==> src/sv/bb3rgb_pkg.sv <==
`timescale 1ns / 1ps

package bb3rgb_pkg;

  localparam int unsigned ChanW       = 8;
  localparam int unsigned PixW        = 3 * ChanW;
  localparam int unsigned RowW        = 12;
  localparam int unsigned ColOutW     = 10;
  localparam int unsigned FrameWidthW = 11;
  localparam int unsigned CfgW        = 12;
  localparam int unsigned CfgIdxW     = 1;
  localparam int unsigned SumW        = 12;
  localparam int unsigned NumW        = 13;
  localparam int unsigned CountW      = 4;
  localparam int unsigned RecipW      = 20;
  localparam int unsigned RecipShift  = 20;
  localparam int unsigned ProdW       = NumW + RecipW;
  localparam int unsigned QueueDepth  = 2;
  localparam int unsigned OutDataW    = 48;

  localparam logic [CfgIdxW-1:0] RegFrameWidth  = 1'b0;
  localparam logic [CfgIdxW-1:0] RegFrameHeight = 1'b1;

  localparam logic [FrameWidthW-1:0] WidthReset  = 11'd1024;
  localparam logic [RowW-1:0]        HeightReset = 12'd768;

  typedef logic [PixW-1:0] pix_t;

  // px[k][v]: column k (0 = c-2, 1 = c-1, 2 = c), row v (0 = r-2, 1 = r-1, 2 = r)
  typedef struct packed {
    pix_t [2:0][2:0]    px;
    logic [2:0]         cm;
    logic [2:0]         rm_up;
    logic [2:0]         rm_lo;
    logic [RowW-1:0]    row;
    logic [ColOutW-1:0] col;
    logic [3:0]         en;
  } job_t;

  // ceil(2^RecipShift / (2*n)) for n = 1..9
  function automatic logic [RecipW-1:0] recip(input logic [CountW-1:0] n);
    logic [RecipW-1:0] m;
    case (n)
      4'd1:    m = 20'd524288;
      4'd2:    m = 20'd262144;
      4'd3:    m = 20'd174763;
      4'd4:    m = 20'd131072;
      4'd5:    m = 20'd104858;
      4'd6:    m = 20'd87382;
      4'd7:    m = 20'd74899;
      4'd8:    m = 20'd65536;
      4'd9:    m = 20'd58255;
      default: m = 20'd524288;
    endcase
    return m;
  endfunction

endpackage

==> src/sv/bb3rgb_back.sv <==
`timescale 1ns / 1ps

module bb3rgb_back (
  input  logic                              clk_i,
  input  logic                              rst_ni,
  input  bb3rgb_pkg::job_t                  job_i,
  input  logic                              empty_i,
  output logic                              pop_o,
  output logic                              m_valid_o,
  input  logic                              m_ready_i,
  output logic [bb3rgb_pkg::OutDataW-1:0]   m_data_o,
  output logic                              m_last_o
);

  localparam int unsigned ChanW = bb3rgb_pkg::ChanW;

  typedef enum logic [2:0] {
    B_IDLE = 3'b001,
    B_SUM  = 3'b010,
    B_MUL  = 3'b100
  } bstate_e;

  bstate_e state_q, state_d;

  bb3rgb_pkg::job_t                     job_q;
  logic [3:0]                           en_q;
  logic [bb3rgb_pkg::NumW-1:0]          xr_q, xg_q, xb_q;
  logic [bb3rgb_pkg::RecipW-1:0]        rc_q;
  logic [bb3rgb_pkg::RowW-1:0]          orow_q;
  logic [bb3rgb_pkg::ColOutW-1:0]       ocol_q;
  logic                                 olast_q;

  logic                                 m_valid_q;
  logic [ChanW-1:0]                     mr_q, mg_q, mb_q;
  logic [bb3rgb_pkg::RowW-1:0]          mrow_q;
  logic [bb3rgb_pkg::ColOutW-1:0]       mcol_q;
  logic                                 mlast_q;

  logic [1:0]                           sel;
  logic [3:0]                           sel_bit;
  logic [2:0]                           cmask, rmask;
  logic [bb3rgb_pkg::SumW-1:0]          sr, sg, sb;
  logic [bb3rgb_pkg::CountW-1:0]        cnt;
  logic [bb3rgb_pkg::ProdW-1:0]         pr, pg, pb;
  logic                                 out_free, load;

  always_comb begin
    if (en_q[0]) begin
      sel = 2'd0;
    end else if (en_q[1]) begin
      sel = 2'd1;
    end else if (en_q[2]) begin
      sel = 2'd2;
    end else begin
      sel = 2'd3;
    end
    sel_bit = 4'd1 << sel;
    cmask   = sel[0] ? (job_q.cm & 3'b110) : job_q.cm;
    rmask   = sel[1] ? job_q.rm_lo : job_q.rm_up;
  end

  always_comb begin
    sr  = '0;
    sg  = '0;
    sb  = '0;
    cnt = '0;
    for (int k = 0; k < 3; k++) begin
      for (int v = 0; v < 3; v++) begin
        if (cmask[k] && rmask[v]) begin
          sr  = sr + bb3rgb_pkg::SumW'(job_q.px[k][v][ChanW-1:0]);
          sg  = sg + bb3rgb_pkg::SumW'(job_q.px[k][v][2*ChanW-1:ChanW]);
          sb  = sb + bb3rgb_pkg::SumW'(job_q.px[k][v][3*ChanW-1:2*ChanW]);
          cnt = cnt + 4'd1;
        end
      end
    end
  end

  assign pr = bb3rgb_pkg::ProdW'(xr_q) * bb3rgb_pkg::ProdW'(rc_q);
  assign pg = bb3rgb_pkg::ProdW'(xg_q) * bb3rgb_pkg::ProdW'(rc_q);
  assign pb = bb3rgb_pkg::ProdW'(xb_q) * bb3rgb_pkg::ProdW'(rc_q);

  assign out_free = !m_valid_q || m_ready_i;
  assign load     = (state_q == B_MUL) && out_free;
  assign pop_o    = (state_q == B_IDLE) && !empty_i;

  always_comb begin
    state_d = state_q;
    case (state_q)
      B_IDLE: begin
        if (!empty_i) begin
          state_d = B_SUM;
        end
      end
      B_SUM: state_d = B_MUL;
      B_MUL: begin
        if (out_free) begin
          state_d = (en_q != 4'd0) ? B_SUM : B_IDLE;
        end
      end
      default: state_d = B_IDLE;
    endcase
  end

  always_ff @(posedge clk_i or negedge rst_ni) begin
    if (!rst_ni) begin
      state_q   <= B_IDLE;
      en_q      <= '0;
      m_valid_q <= 1'b0;
    end else begin
      state_q <= state_d;
      if (pop_o) begin
        en_q <= job_i.en;
      end else if (state_q == B_SUM) begin
        en_q <= en_q & ~sel_bit;
      end
      if (load) begin
        m_valid_q <= 1'b1;
      end else if (m_ready_i) begin
        m_valid_q <= 1'b0;
      end
    end
  end

  always_ff @(posedge clk_i) begin
    if (pop_o) begin
      job_q <= job_i;
    end
    if (state_q == B_SUM) begin
      xr_q    <= {sr, 1'b0} + bb3rgb_pkg::NumW'(cnt);
      xg_q    <= {sg, 1'b0} + bb3rgb_pkg::NumW'(cnt);
      xb_q    <= {sb, 1'b0} + bb3rgb_pkg::NumW'(cnt);
      rc_q    <= bb3rgb_pkg::recip(cnt);
      orow_q  <= sel[1] ? job_q.row : job_q.row - 12'd1;
      ocol_q  <= sel[0] ? job_q.col : job_q.col - 10'd1;
      olast_q <= ((en_q & ~sel_bit) == 4'd0);
    end
    if (load) begin
      mr_q    <= pr[bb3rgb_pkg::RecipShift +: ChanW];
      mg_q    <= pg[bb3rgb_pkg::RecipShift +: ChanW];
      mb_q    <= pb[bb3rgb_pkg::RecipShift +: ChanW];
      mrow_q  <= orow_q;
      mcol_q  <= ocol_q;
      mlast_q <= olast_q;
    end
  end

  assign m_valid_o = m_valid_q;
  assign m_last_o  = mlast_q;
  assign m_data_o  = {2'b00, mcol_q, mrow_q, mb_q, mg_q, mr_q};

`ifndef SYNTHESIS
  a_sum_has_slot: assert property (@(posedge clk_i) disable iff (!rst_ni)
    (state_q == B_SUM) |-> (en_q != 4'd0))
    else $error("back end summing with no pending result");
`endif

endmodule

==> config.mk <==
export PLATFORM = sky130hd
export DESIGN_NAME = bb3rgb_back
export DESIGN_NICKNAME = d
export VERILOG_FILES = /design/src/sv/bb3rgb_pkg.sv /design/src/sv/bb3rgb_back.sv
export SDC_FILE = /design/constraint.sdc
export NUM_CORES = 2
export LEC_CHECK = 0
export BUFFER_PORTS_ARGS = -buffer_cell sky130_fd_sc_hd__buf_2
export CELL_PAD_IN_SITES_DETAIL_PLACEMENT = 1
export CELL_PAD_IN_SITES_GLOBAL_PLACEMENT = 1
export CORE_AREA = 2 2 324 326
export DETAILED_ROUTE_END_ITERATION = 6
export DIE_AREA = 0 0 326 328
export GPL_TIMING_DRIVEN = 0
export PLACE_DENSITY_LB_ADDON = 0.08
export RECOVER_POWER = 50
export SLEW_MARGIN = 0
export SYNTH_ARGS = -nofsm -noshare
export SYNTH_HDL_FRONTEND = slang
export SYNTH_SLANG_ARGS = --single-unit
==> constraint.sdc <==
create_clock -name clk_i -period 54.3 [get_ports clk_i]
set_input_delay 10.86 -clock clk_i [delete_from_list [all_inputs] [get_ports clk_i]]
set_output_delay 10.86 -clock clk_i [all_outputs]
set_load 0.005 [all_outputs]
# Word-level counts from Yosys, hierarchy flattened
# Memory sizes are Yosys's and may differ from the RTL's. A register that Yosys moved wholly into a read port is not among the register bits.
# Cells that the tools add are included.
[classes]
n_eq_ne = 5
bitwise = 2
multipliers = 3
addsub = 37
muxes = 51
reduce_logical = 19
n_shift = 1
[ops]
columns = ["cell", "n"]
rows = [
  ["12-bit two-way mux", 25],
  ["12-bit by 8-bit adder with 12-bit output", 24],
  ["13-bit by 20-bit multiplier with 28-bit output", 3],
  ["4-bit two-way mux", 10],
  ["13-bit by 4-bit adder with 13-bit output", 3],
  ["4-bit by 1-bit adder with 4-bit output, second input constant", 8],
  ["8-bit two-way mux", 3],
  ["12-bit by 1-bit subtractor with 12-bit output, second input constant", 1],
  ["1-bit logical AND", 11],
  ["10-bit two-way mux", 1],
  ["10-bit by 1-bit subtractor with 10-bit output, second input constant", 1],
  ["3-bit two-way mux", 3],
  ["3-bit one-hot mux with 3 select lines", 1],
  ["2-bit two-way mux", 3],
  ["1-bit two-way mux", 5],
  ["4-bit bitwise AND", 1],
  ["4-bit logical NOT", 1],
  ["2-bit inequality test, second input constant", 2],
  ["4-bit NOT", 1],
  ["2-bit nonzero test", 2],
  ["4-bit nonzero test", 1],
  ["1-bit by 2-bit << shifter with 4-bit output, first input constant", 1],
  ["3-bit by 1-bit == test with 1-bit output, second input constant", 1],
  ["3-bit by 2-bit == test with 1-bit output, second input constant", 1],
  ["other kinds (4)", 5],
]
[word_totals]
input_bits = 255
regBits = 364
out_inout_bits = 51
elab_cells = 148
mem_count = 1
romBits = 320
[mem_list]
columns = ["name", "words", "word_bits", "rd", "rd_ports_with_merged_regs", "write_ports", "line", "source"]
rows = [
  ["(no name shown)", 16, 20, 1, 1, 0, "bb3rgb_pkg.sv:43", "case (n)"],
]

# Longest topological paths before layout
[depth]
depth_word = 23
mapped_depth = 62

# Least setup slack after synthesis
# No wires, ideal clock.
[synth_timing]
path_kind = "input-to-output"
startpoint = "in empty_i"
endpoint = "out pop_o"
path_slack_ns = 6.411
n_path_buf = 0
stages = 1
arrival_ns = 37.029
cell_sequence = "nor4b_1"
[synth_via]
elab_chain_len = 2
[synth_rtl]
columns = ["item", "line", "source"]
rows = [
  ["start: declaration", "bb3rgb_back.sv:7", "input logic empty_i,"],
  ["1-bit logical NOT", "-", ""],
  ["1-bit logical AND", "bb3rgb_back.sv:85", "assign pop_o = (state_q == B_IDLE) && !empty_i;"],
  ["end: declaration", "bb3rgb_back.sv:8", "output logic pop_o,"],
]
# No other way between the ends.

# Final worst setup path
# Same ends and word-level chain as after synthesis.

==> impl_metrics.toml <==
[status]
run_status = "finished, violations left"
violations = "capacitance limit, slew limit"

[layout]
syn_to_final_growth_pct = 10.59
nFillCells = 11738
post-route-util_pct = 49.48
layout.nets = 6298
drive_above_1_share_pct = 10.14

[timing]
relSlewSlack_pct = -35.38
fmax_ghz = 0.04318
rsz0062_at_grt = "no"
slew_violations = 87
fin_ws_ns = 31.14
skew_ns = 0.03788
finalSetupViolCount = 0
min_period_ns = 23.16
worst_pin_slew_ns = 2.023
hold_viol = 0
holdWs_ns = 0.4180
post-route-period-util_pct = 42.65

[routing]
drc_errors = 0
viasPerCell = 5.470
routed_wl_um = 158700
drtPass1Iterations = 5
drtIter0Drc = 2158
ant_nets = 0
vias = 35511
routedWlPerCell_um = 24.45

[die]
die_h_um = 328
ios = 306
start_util_pct = 44.74
dieWidth_um = 326
core_area_um2 = 103200
dieArea_um2 = 106900
row_count = 118

[global_routing]
grt_usage_pct = 30.00
antenna_found_initial = 6
grt_pass1_wl_um = 239600
grt_overflow = 0
grt_max_degree = 33
grt_pass1_vias = 38623

[place]
gp_congestion = 0.9573
io_buffers = 303
preCtsSetupSlack_ns = 31.15
dp_hpwl_um = 133600

[clock_tree]
cts_setup_buffers = 0
cts.sinks = 379
root_buffer = "clkbuf_16"
cts_buffers = 41
cts_tree = "built"
holdBufCountCts = 0
clk_pin_slew_ns = 0.06
htreeDepth = 2
cts.repair.resized = 0
cts_buffer_depth = 3
insertion_delay_ns = 0.61

[setup_path]
critical-path-top-delay-family = "simple AND/OR/NAND/NOR gates"
timing.rr.end = "xg_q[12]"
crit_arrival_ns = 12.30
cp-end-kind = "primary output"
crit_path_top_delay_cell = "nor4b_2"
endpoint = "pop_o"
crit_path_frequent_cell = "buf_2"
max_stage_delay_ns = 0.78
crit_type = "input pin to primary output"
cp.required_ns = 43.44
cp.depth = 5
timing.reg2reg.setup_slack_ns = 39.33
critPathBufInv = 4
rr_worst_depth = 58
worstReg2RegStart = "en_q[2]"
crit_path_start = "empty_i"
critPathMaxFanout = 9
startpoint_type = "input pin"
cp_cell_sequence = "buf_2 -> nor4b_2 -> buf_6 -> buf_4 -> buf_2"

[synth]
synth_area_per_cell_um2 = 9.845
yosysSeqAreaShare_pct = 24.57
synth_area_um2 = 46170
ys_seq_elements = 379
yosys_warnings = 0
synthCells = 4690
synth_edf_count = 371
synthFlopType = "edfxtp_1"
ys_async_sr_fraction_pct = 2.111
ys_types = 117

[hold_path]
min_from = "orow_q[11]"
hold_path_class = "register to register"

[flow_run]
max_cap_viol_count = 3
[state kept, by name, summed over array words and instances, names as in the netlist, 3 cells and up]
| signal | flops |
|---|---|
| en_q | 4 |
| job_q | 247 |
| mb_q | 8 |
| mcol_q | 10 |
| mg_q | 8 |
| mr_q | 8 |
| mrow_q | 12 |
| ocol_q | 10 |
| orow_q | 12 |
| rc_q | 17 |
| state_q | 3 |
| xb_q | 12 |
| xg_q | 12 |
| xr_q | 13 |
[final cells by class]
type	instances	area, µm²	share of cell area, %
Clock buffer	46	1045	2.046
Tap cell	1380	1727	3.382
Timing Repair Buffer	340	1785	3.497
Multi-Input combinational cell	3405	31350	61.40
Sequential cell	379	11340	22.21
Buffer	179	743.2	1.456
Inverter	728	2733	5.352
Antenna cell	6	15.01	0.02940
Clock inverter	29	319.1	0.6248
[worst min path at each step]
stage | endpoint | slack, ns | cells after the start
floorplan | m_last_o | 0.40 | 0
global placement | mcol_q[2] | 0.40 | 0
detailed placement | mrow_q[9] | 0.41 | 0
CTS | mrow_q[9] | 0.42 | 0
global route | mcol_q[6] | 0.42 | 0
finish | mrow_q[11] | 0.42 | 0
[logic make-up (layout without fill, tap and decap cells)]
family	after synthesis	in the layout	share of synthesized area [%]
other	1	8	0.008122
AO/OA/AOI/OAI	785	785	11.66
buffers and inverters	907	1322	7.539
XOR/XNOR	233	233	4.807
flip-flops	379	379	24.57
multiplexers	56	56	1.295
adder cells (fa/ha/maj)	975	975	36.05
AND/OR/NAND/NOR	1354	1354	14.08
[stage by stage]
step	area (µm²)	instances	TNS, ns
floorplan	46180	4691	0
global placement	49420	6374	-6.207
detailed placement	49770	6411	0
CTS	51130	6486	0
global route	51060	6490	0
finish	51060	6492	0
[cells in the mapped netlist, drive strengths merged (7+ instances only)]
cell type	count	area (µm²)
and3	12	75.07
edfxtp	371	11140
nand2	557	2096
nor3	70	360.3
a22o	10	87.58
mux2	30	337.8
nor4	8	50.05
o21ba	7	70.07
nand3	32	160.2
a21boi	23	172.7
xor2	80	715.7
o2bb2ai	8	70.07
a21o	86	645.6
ha	375	4692
and2	265	1658
nand2b	32	200.2
or3	13	81.33
clkbuf	141	530.5
o211ai	24	180.2
a221oi	10	93.84
or2	21	131.4
o21a	54	415.4
a21oi	155	787.0
fa	594	11890
a31oi	29	187.7
buf	38	217.7
o31a	23	201.4
xnor2	147	1366
nor2	245	922.1
inv	728	2733
o21ai	181	913.4
nor2b	49	314.1
o211a	8	87.59
o31ai	25	240.2
o21bai	16	123.9
a211o	8	70.07
mux2i	26	260.3
a22oi	10	80.07
nor3b	13	108.9
a211oi	44	335.3
o2111ai	7	61.31
dfrtp	7	175.2
o22ai	10	62.56
[cells in the final DEF, fill, tap and decap left out, types with 41 or more instances in the layout]
master | Yosys | routed
and2_1 | 263 | 262
clkbuf_16 | 0 | 41
clkbuf_1 | 140 | 173
nor2b_1 | 48 | 48
nor3_1 | 68 | 68
fa_1 | 594 | 594
xor2_1 | 78 | 78
xnor2_1 | 141 | 142
a21oi_1 | 152 | 153
a211oi_1 | 43 | 43
ha_1 | 375 | 375
o21a_1 | 51 | 51
nor2_1 | 244 | 244
inv_1 | 725 | 725
a21o_1 | 86 | 86
buf_2 | 15 | 295
o21ai_0 | 161 | 161
nand2_1 | 555 | 555
edfxtp_1 | 371 | 371
[routing by layer]
metal,vias to the layer above,global-route usage [%],routed length (µm)
li1,16250,-,-
met1,18043,37.40,64460
met2,942,52.84,79150
met3,272,3.388,7618
met4,4,12.49,7457
met5,-,0,27
Power is not shown: default switching activity piles up to over one toggle a cycle in this logic, so the estimate is an artifact.
