$ cat src/sv/bb3rgb_pkg.sv
`timescale 1ns / 1ps

package bb3rgb_pkg;

  localparam int unsigned ChanW       = 8;
  localparam int unsigned PixW        = 3 * ChanW;
  localparam int unsigned RowW        = 12;
  localparam int unsigned ColOutW     = 10;
  localparam int unsigned FrameWidthW = 11;
  localparam int unsigned CfgW        = 12;
  localparam int unsigned CfgIdxW     = 1;
  localparam int unsigned SumW        = 12;
  localparam int unsigned NumW        = 13;
  localparam int unsigned CountW      = 4;
  localparam int unsigned RecipW      = 20;
  localparam int unsigned RecipShift  = 20;
  localparam int unsigned ProdW       = NumW + RecipW;
  localparam int unsigned QueueDepth  = 2;
  localparam int unsigned OutDataW    = 48;

  localparam logic [CfgIdxW-1:0] RegFrameWidth  = 1'b0;
  localparam logic [CfgIdxW-1:0] RegFrameHeight = 1'b1;

  localparam logic [FrameWidthW-1:0] WidthReset  = 11'd1024;
  localparam logic [RowW-1:0]        HeightReset = 12'd768;

  typedef logic [PixW-1:0] pix_t;

  // px[k][v]: column k (0 = c-2, 1 = c-1, 2 = c), row v (0 = r-2, 1 = r-1, 2 = r)
  typedef struct packed {
    pix_t [2:0][2:0]    px;
    logic [2:0]         cm;
    logic [2:0]         rm_up;
    logic [2:0]         rm_lo;
    logic [RowW-1:0]    row;
    logic [ColOutW-1:0] col;
    logic [3:0]         en;
  } job_t;

  // ceil(2^RecipShift / (2*n)) for n = 1..9
  function automatic logic [RecipW-1:0] recip(input logic [CountW-1:0] n);
    logic [RecipW-1:0] m;
    case (n)
      4'd1:    m = 20'd524288;
      4'd2:    m = 20'd262144;
      4'd3:    m = 20'd174763;
      4'd4:    m = 20'd131072;
      4'd5:    m = 20'd104858;
      4'd6:    m = 20'd87382;
      4'd7:    m = 20'd74899;
      4'd8:    m = 20'd65536;
      4'd9:    m = 20'd58255;
      default: m = 20'd524288;
    endcase
    return m;
  endfunction

endpackage

$ cat src/sv/bb3rgb_fifo.sv
`timescale 1ns / 1ps

module bb3rgb_fifo (
  input  logic             clk_i,
  input  logic             rst_ni,
  input  logic             push_i,
  input  bb3rgb_pkg::job_t wdata_i,
  output logic             full_o,
  input  logic             pop_i,
  output bb3rgb_pkg::job_t rdata_o,
  output logic             empty_o
);

  localparam int unsigned PtrW = $clog2(bb3rgb_pkg::QueueDepth);
  localparam int unsigned CntW = $clog2(bb3rgb_pkg::QueueDepth + 1);

  bb3rgb_pkg::job_t mem_q [bb3rgb_pkg::QueueDepth];
  logic [PtrW-1:0]  wptr_q, rptr_q;
  logic [CntW-1:0]  cnt_q;

  assign full_o  = (cnt_q == CntW'(bb3rgb_pkg::QueueDepth));
  assign empty_o = (cnt_q == '0);
  assign rdata_o = mem_q[rptr_q];

  always_ff @(posedge clk_i or negedge rst_ni) begin
    if (!rst_ni) begin
      wptr_q <= '0;
      rptr_q <= '0;
      cnt_q  <= '0;
    end else begin
      if (push_i) begin
        wptr_q <= (wptr_q == PtrW'(bb3rgb_pkg::QueueDepth - 1)) ? '0 : wptr_q + PtrW'(1);
      end
      if (pop_i) begin
        rptr_q <= (rptr_q == PtrW'(bb3rgb_pkg::QueueDepth - 1)) ? '0 : rptr_q + PtrW'(1);
      end
      if (push_i && !pop_i) begin
        cnt_q <= cnt_q + CntW'(1);
      end else if (pop_i && !push_i) begin
        cnt_q <= cnt_q - CntW'(1);
      end
    end
  end

  always_ff @(posedge clk_i) begin
    if (push_i) begin
      mem_q[wptr_q] <= wdata_i;
    end
  end

`ifndef SYNTHESIS
  a_no_overflow: assert property (@(posedge clk_i) disable iff (!rst_ni)
    push_i |-> !full_o)
    else $error("job queue overflow");
  a_no_underflow: assert property (@(posedge clk_i) disable iff (!rst_ni)
    pop_i |-> !empty_o)
    else $error("job queue underflow");
  a_count_bound: assert property (@(posedge clk_i) disable iff (!rst_ni)
    cnt_q <= CntW'(bb3rgb_pkg::QueueDepth))
    else $error("job queue count out of range");
`endif

endmodule

$ cat config.mk
export PLATFORM = sky130hd
export DESIGN_NAME = bb3rgb_fifo
export DESIGN_NICKNAME = d
export VERILOG_FILES = /design/src/sv/bb3rgb_pkg.sv /design/src/sv/bb3rgb_fifo.sv
export SDC_FILE = /design/constraint.sdc
export NUM_CORES = 1
export LEC_CHECK = 0
export BUFFER_PORTS_ARGS = -buffer_cell sky130_fd_sc_hd__buf_2
export CORE_ASPECT_RATIO = 0.7
export CORE_MARGIN = 2
export CORE_UTILIZATION = 40
export CTS_CLUSTER_SIZE = 30
export DETAILED_ROUTE_END_ITERATION = 7
export GPL_TIMING_DRIVEN = 0
export PLACE_DENSITY = 0.61
export SLEW_MARGIN = 20
export SYNTH_ARGS = -nofsm -noshare
export SYNTH_HDL_FRONTEND = slang
export SYNTH_SLANG_ARGS = --single-unit
$ cat constraint.sdc
create_clock -name clk_i -period 17.2 [get_ports clk_i]
set_input_delay 2.58 -clock clk_i [delete_from_list [all_inputs] [get_ports clk_i]]
set_output_delay 2.58 -clock clk_i [all_outputs]
set_load 0.01 [all_outputs]
# After elaboration in Yosys (flattened, before gate mapping)
# Memories as Yosys holds them, arrays and structs flattened.
# Cells that the tools add are included.
# word_totals
regBits	4
ramBits	502
input_bits	255
output_inout_bits	253
elab_cells	21
mem_count	1
# memory_table
memory	depth	word_bits	read_ports	rd_ports_with_merged_regs	wr	line_no	rtl
mem_q	2	251	1	0	1	bb3rgb_fifo.sv:17	bb3rgb_pkg::job_t mem_q [bb3rgb_pkg::QueueDepth];
# classes
addsub	4
n_eq_ne	1
n_mux	6
n_reduce_logical	6
# ops
cell	count
$mux W1	4
$mux W2	2
$add A1 B1 Y1 const B	2
$add A2 B1 Y2 const B	1
$eq A2 B2 Y1 const B	1
$logic_and A1 B1 Y1	2
$logic_not A1 Y1	2
$logic_not A2 Y1	1
$reduce_bool A2 Y1	1
$sub A2 B1 Y2 const B	1

# Logic depth before layout (Yosys ltp)
# Gate-level depths: netlist of run 1.
# depth
word_depth	4
mapped_depth	5
ltp_nobuf	5

# Worst setup path after synthesis of run 1
# OpenSTA, ideal clock, no wires.
# synth_timing
path_kind	input to register
startpoint	input push_i
endpoint	memory mem_q[0][0] (netlist name) (enable)
setup_ns	0.897
t_arrival_ns	13.382
required_time_ns	16.303
path_slack_ns	2.921
path_stages	1
n_path_buf	0
path_cell_list	nor2b_1
# synth_between
elab_chain_len	2
# synth_rtl
element	line_no	rtl
start: declaration	bb3rgb_fifo.sv:6	input logic push_i,
$mux W1	bb3rgb_fifo.sv:46	if (push_i) begin
$mux W1 (not written as such)	bb3rgb_fifo.sv:47	mem_q[wptr_q] <= wdata_i;
end: declaration	bb3rgb_fifo.sv:17	
# Every way passes these cells.

==> run metrics, run 1 <==
FP Rows 65; Hold Path Class reg2reg; share of cells above drive strength 1 61.7%; design area 23600 µm²; DR iter-0 viols 586; Post-synth top cells 502 x edfxtp_1, 251 x mux2_2, 21 x buf_6; Worst Path Max Fanout 10; DIE HEIGHT 183 µm; DPL Wire Length 29200 µm; Synth area leaders edfxtp_1 82%, mux2_2 15%, buf_6 1.3%; post-synth cell types 12; asr flop ratio synth 0.791%; htree depth 2; crit path kind reg2out; Setup WS post-layout 12.61 ns; post-synth top area share 82.1%; Fmax 218 MHz; average size of a mapped cell 23.0 µm²; DRT Wirelength 40800 µm; Initial Utilization 40.6%; DP Cell Count 1925; post-place instance area 22100 µm²; vias per cell 4.69; number of max-cap violations 0; IR drop worst, VDD 0.0857 mV; worst path bufs/invs 4; P_leak 8.86 nW; post-CTS setup buffer count 0; Critical Path RT 14.62 ns; status complete, no violations; clock skew 0.0128 ns; Adder-Cell Fraction of Synth Area 0.0682%; total die area 47700 µm²; post-synth top area cell edfxtp_1; Layout area overhead 28.6%; Max Root-Sink Buffers 3; post-layout minimum cycle time 4.59 ns; register bit total from synthesis 506; Placement Setup Slack 12.43 ns; Port Buffers 507; Post-DRT Antenna Nets 0; crit path cell chain buf_6, buf_6, buf_6, mux2_2, buf_2; max_slew headroom 62.8%; vias in the first global route 9871; post-DR wirelength/cell 20.1 µm; clock root cell clkbuf_16; most common cell in the netlist edfxtp_1; Synth Instances 797; syn_nets 1053; post-CTS sizing 0; final non-filler cell total 2026; GRT overflow 0; actual slew at the worst max-slew pin 0.557 ns; critical path's largest stage delay 0.34 ns; warnings from Yosys 0; DRC Markers 0; Core ar. 45200 µm²; CP endpoint kind output pin; sequential element share of the synthesized area 82.7%; Ports 508; CTS tree done; Most common cell on crit path buf_6; EDFF count, synth 502; total CTS buffers 50; filler instances 3721; worst hold margin 0.508 ns; layout net count 1630; Synth Flop Type edfxtp_1; GPL Wtd Cong 0.777; critical path's slowest cell mux2_2; max-slew violation count 0; sequential cell area 15200 µm²; Worst EP arrival 2.01 ns; mux contribution to synthesized area 15.4%; drt pass-1 iters 4; area of the multi-input gates 2920 µm²; Final Hold Violating Endpoints 0; die width 260 µm; largest net degree at the start of global routing 47; largest family of logic cells by synthesized area multiplexers; Clk Latency, worst-skew pair 0.56 ns; Power per Cell Area 164 nW/µm²; crit share post-route 26.7%; RSZ-0062 raised after global routing no; initial antenna violation count 21; mapped cell area 18400 µm²; Startpoint Class flip-flop; Synth Area in Simple Gates 0.143%; GRT Overall Usage 16.4%; Worst-path clk slew 0.06 ns; Synth Area in XOR/XNOR 0.239%; via count 9506; CTS sink cnt 506; post-synthesis compound-gate area fraction 0%; final setup violating endpoints 0; first-pass GRT wire length 58600 µm; # hold bufs at CTS 0; cell family with the largest share of critical-path delay buffers and inverters
## power by group
| part | internal [W] | total (W) | switching (W) |
|---|---|---|---|
| logic | 0.000559 | 0.00120 | 0.000645 |
| clock network | 0.000563 | 0.00100 | 0.000440 |
| registers | 0.00163 | 0.00168 | 0.0000450 |
## cells by family after synthesis
kind of cell               Yosys count
and+or+nand+nor                      5
muxes                              251
xor gates and xnor gates             5
DFF                                506
buffers and inverters               29
adders and majority gates            1
## cell usage in the layout (no fill, tap or decap), drive strengths merged
master / synthesis / final
and2: 1 / 1
buf: 28 / 553
clkbuf: 0 / 66
clkinv: 0 / 21
clkinvlp: 0 / 1
dfrtp: 4 / 4
diode: 0 / 10
edfxtp: 502 / 502
ha: 1 / 1
inv: 1 / 4
mux2: 251 / 251
nor2: 2 / 2
nor2b: 2 / 2
xnor2: 1 / 1
xor2: 4 / 4
## sequential cells by signal (all words and copies together) (netlist names)
register and cells:
cnt_q 2, mem_q 502, rptr_q 1, wptr_q 1
## worst reg2reg max path: stages (launching register included)
cell and delay, ns:
dfrtp_1 0.42, and2_4 0.53, buf_12 0.29, buf_12 0.28
buf_12 0.29, buf_12 0.28
## metal layers
layer | global-route usage, % | vias up | share of wire (%)
met5 | 0 | - | 0.23
met4 | 5.42 | 16 | 2.6
met3 | 6.38 | 90 | 9.2
met2 | 28.3 | 324 | 51
met1 | 18.7 | 4710 | 37
li1 | - | 4366 | -
## final timing paths
check / from / to / slack (ns) / cells after the start
setup / recovery: rptr_q / rdata_o[102] / 12.61 / 5
hold / removal: cnt_q[1] / cnt_q[1] / 0.51 / 1
setup reg to reg: wptr_q / mem_q[1][180] / 14.75 / 5
hold reg to reg: cnt_q[1] / cnt_q[1] / 0.51 / 1
max in group asynchronous: rst_ni / rptr_q / 15.26 / 1
min in group asynchronous: rst_ni / cnt_q[1] / 1.82 / 1
## area by class of cell
class / count / area share [%]
multi-input cells: 262 / 12.4
plain buffers: 28 / 1.15
repair buffers: 525 / 12.5
diodes: 10 / 0.106
clock inverters: 25 / 0.572
flip-flops and latches: 506 / 64.3
well taps: 603 / 3.20
clock buffers: 66 / 5.82
inverters: 1 / 0.0159
## metrics by stage
step	total power (W)	setup TNS, ns	utilization [%]
4_1_cts	0.00395	0	52.2
2_1_floorplan	0.00249	0	-
3_5_place_dp	0.00293	0	48.8
6_report	0.00388	0	52.2
3_3_place_gp	0.00302	-1090.24	47.9
5_1_grt	0.00407	0	52.2
Power figures use the tool's default switching activity.
==> run 2, diff against run 1 <==
--- a/config.mk
+++ b/config.mk
@@ -5,6 +5,7 @@
 export SDC_FILE = /design/constraint.sdc
 export NUM_CORES = 1
 export LEC_CHECK = 0
+export ABC_AREA = 1
 export BUFFER_PORTS_ARGS = -buffer_cell sky130_fd_sc_hd__buf_2
 export CORE_ASPECT_RATIO = 0.7
 export CORE_MARGIN = 2
==> constraint.sdc (replaced) <==
create_clock -name clk_i -period 4.8 [get_ports clk_i]
set_input_delay 0.72 -clock clk_i [delete_from_list [all_inputs] [get_ports clk_i]]
set_output_delay 0.72 -clock clk_i [all_outputs]
set_load 0.01 [all_outputs]
==> run 2 against run 1 <==
Effect of this change: worst setup slack lost 11 ns; sequential power grew to 3.6 times the previous value; routed wire length shrank 0.18%; worst hold slack lost 0.15 ns; sequential share of layout area shrank 0.30 points; via count grew 0.21%; combinational power grew to 3.7 times the previous value; final area grew 0.47%; first-iteration DRC count shrank 11%; utilization grew 0.25 points.
==> run metrics, run 2 <==
status complete, no violations; critical path's slowest cell mux2_2; sequential element share of the synthesized area 82.6%; RSZ-0062 raised after global routing no; P_leak 8.91 nW; Most common cell on crit path buf_6; most common cell in the netlist edfxtp_1; Ports 508; Critical Path RT 4.08 ns; DR iter-0 viols 524; total power 0.0140 W; vias in the first global route 10145; CP endpoint kind output pin; DRC Markers 0; Worst Path Max Fanout 10; Post-DRT Antenna Nets 0; IR drop worst, VDD 0.340 mV; htree depth 2; Startpoint Class flip-flop; total die area 47700 µm²; total CTS buffers 49; EDFF count, synth 502; Placement Setup Slack 2.01 ns; CTS sink cnt 506; crit path cell chain buf_6, buf_6, buf_6, mux2_2, buf_2; post-layout minimum cycle time 2.76 ns; crit share post-route 57.5%; clock root cell clkbuf_16; DPL Wire Length 29200 µm; Synth area leaders edfxtp_1 82%, mux2_2 15%, buf_6 1.3%; post-CTS setup buffer count 0; Hold Path Class in2reg; initial antenna violation count 14; Post-synth top cells 502 x edfxtp_1, 251 x mux2_2, 21 x buf_6; post-synth cell types 13; FP Rows 65; register bit total from synthesis 506; drt pass-1 iters 4; post-CTS sizing 0; Layout area overhead 29.1%; Initial Utilization 40.6%; area of the multi-input gates 2930 µm²; number of flip-flops in the largest register 502; sequential cell area 15200 µm²; worst hold margin 0.356 ns; mapped cell area 18400 µm²; Port Buffers 507; Max Root-Sink Buffers 3; layout net count 1643; Worst-path clk slew 0.06 ns; Setup WS post-layout 2.04 ns; post-synth top area share 82.0%; syn_nets 1062; # hold bufs at CTS 1; final non-filler cell total 2030; largest net degree at the start of global routing 34; number of max-cap violations 0; Synth Instances 806; worst path bufs/invs 4; Power per Cell Area 589 nW/µm²; Final Hold Violating Endpoints 0; Fmax 362 MHz; Largest Register mem_q; Core ar. 45200 µm²; average size of a mapped cell 22.8 µm²; critical path's largest stage delay 0.38 ns; filler instances 3704; vias per cell 4.69; asr flop ratio synth 0.791%; DRT Wirelength 40700 µm; cell family with the largest share of critical-path delay buffers and inverters; GPL Wtd Cong 0.774; max-slew violation count 0; GRT Overall Usage 16.4%; GRT overflow 0; Top Registers mem_q x502, cnt_q x2; warnings from Yosys 0; commonest non-fill, non-tap cells in the layout 514 x buf_2, 502 x edfxtp_1, 251 x mux2_2; post-DR wirelength/cell 20.1 µm; DIE HEIGHT 183 µm; Synth Flop Type edfxtp_1; most common cell after layout, fill and taps aside buf_2; Worst EP arrival 2.04 ns; post-synth top area cell edfxtp_1; via count 9526; share of cells above drive strength 1 61.7%; first-pass GRT wire length 59000 µm; CTS tree done; DP Cell Count 1938; crit path kind reg2out; clock skew 0.0155 ns; Clk Latency, worst-skew pair 0.55 ns; die width 260 µm; max_slew headroom 52.6%; final setup violating endpoints 0; actual slew at the worst max-slew pin 0.709 ns
-- run 2: metrics by stage --
step,utilization (%),TNS [ns],cell area (µm²)
floorplan,-,-41.41,18400
global placement,48.0,-1392.07,21700
detailed placement,49.2,0,22200
CTS,52.4,0,23700
global route,52.4,0,23700
finish,52.5,0,23700
-- run 2: worst register-to-register path: stages, from the launching register on --
cell     delay, ns
dfrtp_1       0.48
nor2_4        0.59
buf_16        0.24
buf_12        0.20
buf_12        0.22
buf_16        0.18
-- run 2: cell families (layout without fill, tap and decap cells) --
family,count (synthesis),count (layout),share of synthesized area (%)
DFF,506,506,82.6
muxes,251,251,15.4
buffers and inverters,35,649,1.62
and+or+nand+nor,10,10,0.225
xor gates and xnor gates,3,3,0.143
adders and majority gates,1,1,0.0681
other,0,7,0
-- run 2: final cells by class --
cell class              count  area share [%]
repair buffers            530            12.9
clock inverters            23           0.823
plain buffers              28            1.14
flip-flops and latches    506            64.0
well taps                 603            3.18
multi-input cells         265            12.4
inverters                   7           0.179
diodes                      7          0.0738
clock buffers              61            5.36
-- run 2: worst paths after layout --
kind / startpoint / to / slack (ns) / depth (start not counted)
worst max-delay path: rptr_q / rdata_o[49] / 2.04 / 5
worst min-delay path: wdata_i[1] / mem_q[1][1] / 0.36 / 1
worst max register to register: wptr_q / mem_q[0][183] / 2.58 / 5
worst min register to register: cnt_q[1] / cnt_q[1] / 0.52 / 2
min in group asynchronous: rst_ni / wptr_q / 0.52 / 2
max in group asynchronous: rst_ni / cnt_q[1] / 4.15 / 2
-- run 2: metal layers --
metal	share of wire, %	wire, µm	vias to the layer above	GRT usage [%]
li1	-	-	4404	-
met1	38	15400	4729	19.1
met2	52	21100	297	28.8
met3	8.1	3300	86	5.58
met4	2.2	889	10	4.75
met5	0.16	64	-	0
-- run 2: where the power goes --
group	total [W]	switching, W	leakage [nW]	internal (W)
logic	0.00438	0.00233	3.44	0.00205
registers	0.00601	0.000167	4.76	0.00584
clock network	0.00358	0.00155	0.709	0.00203
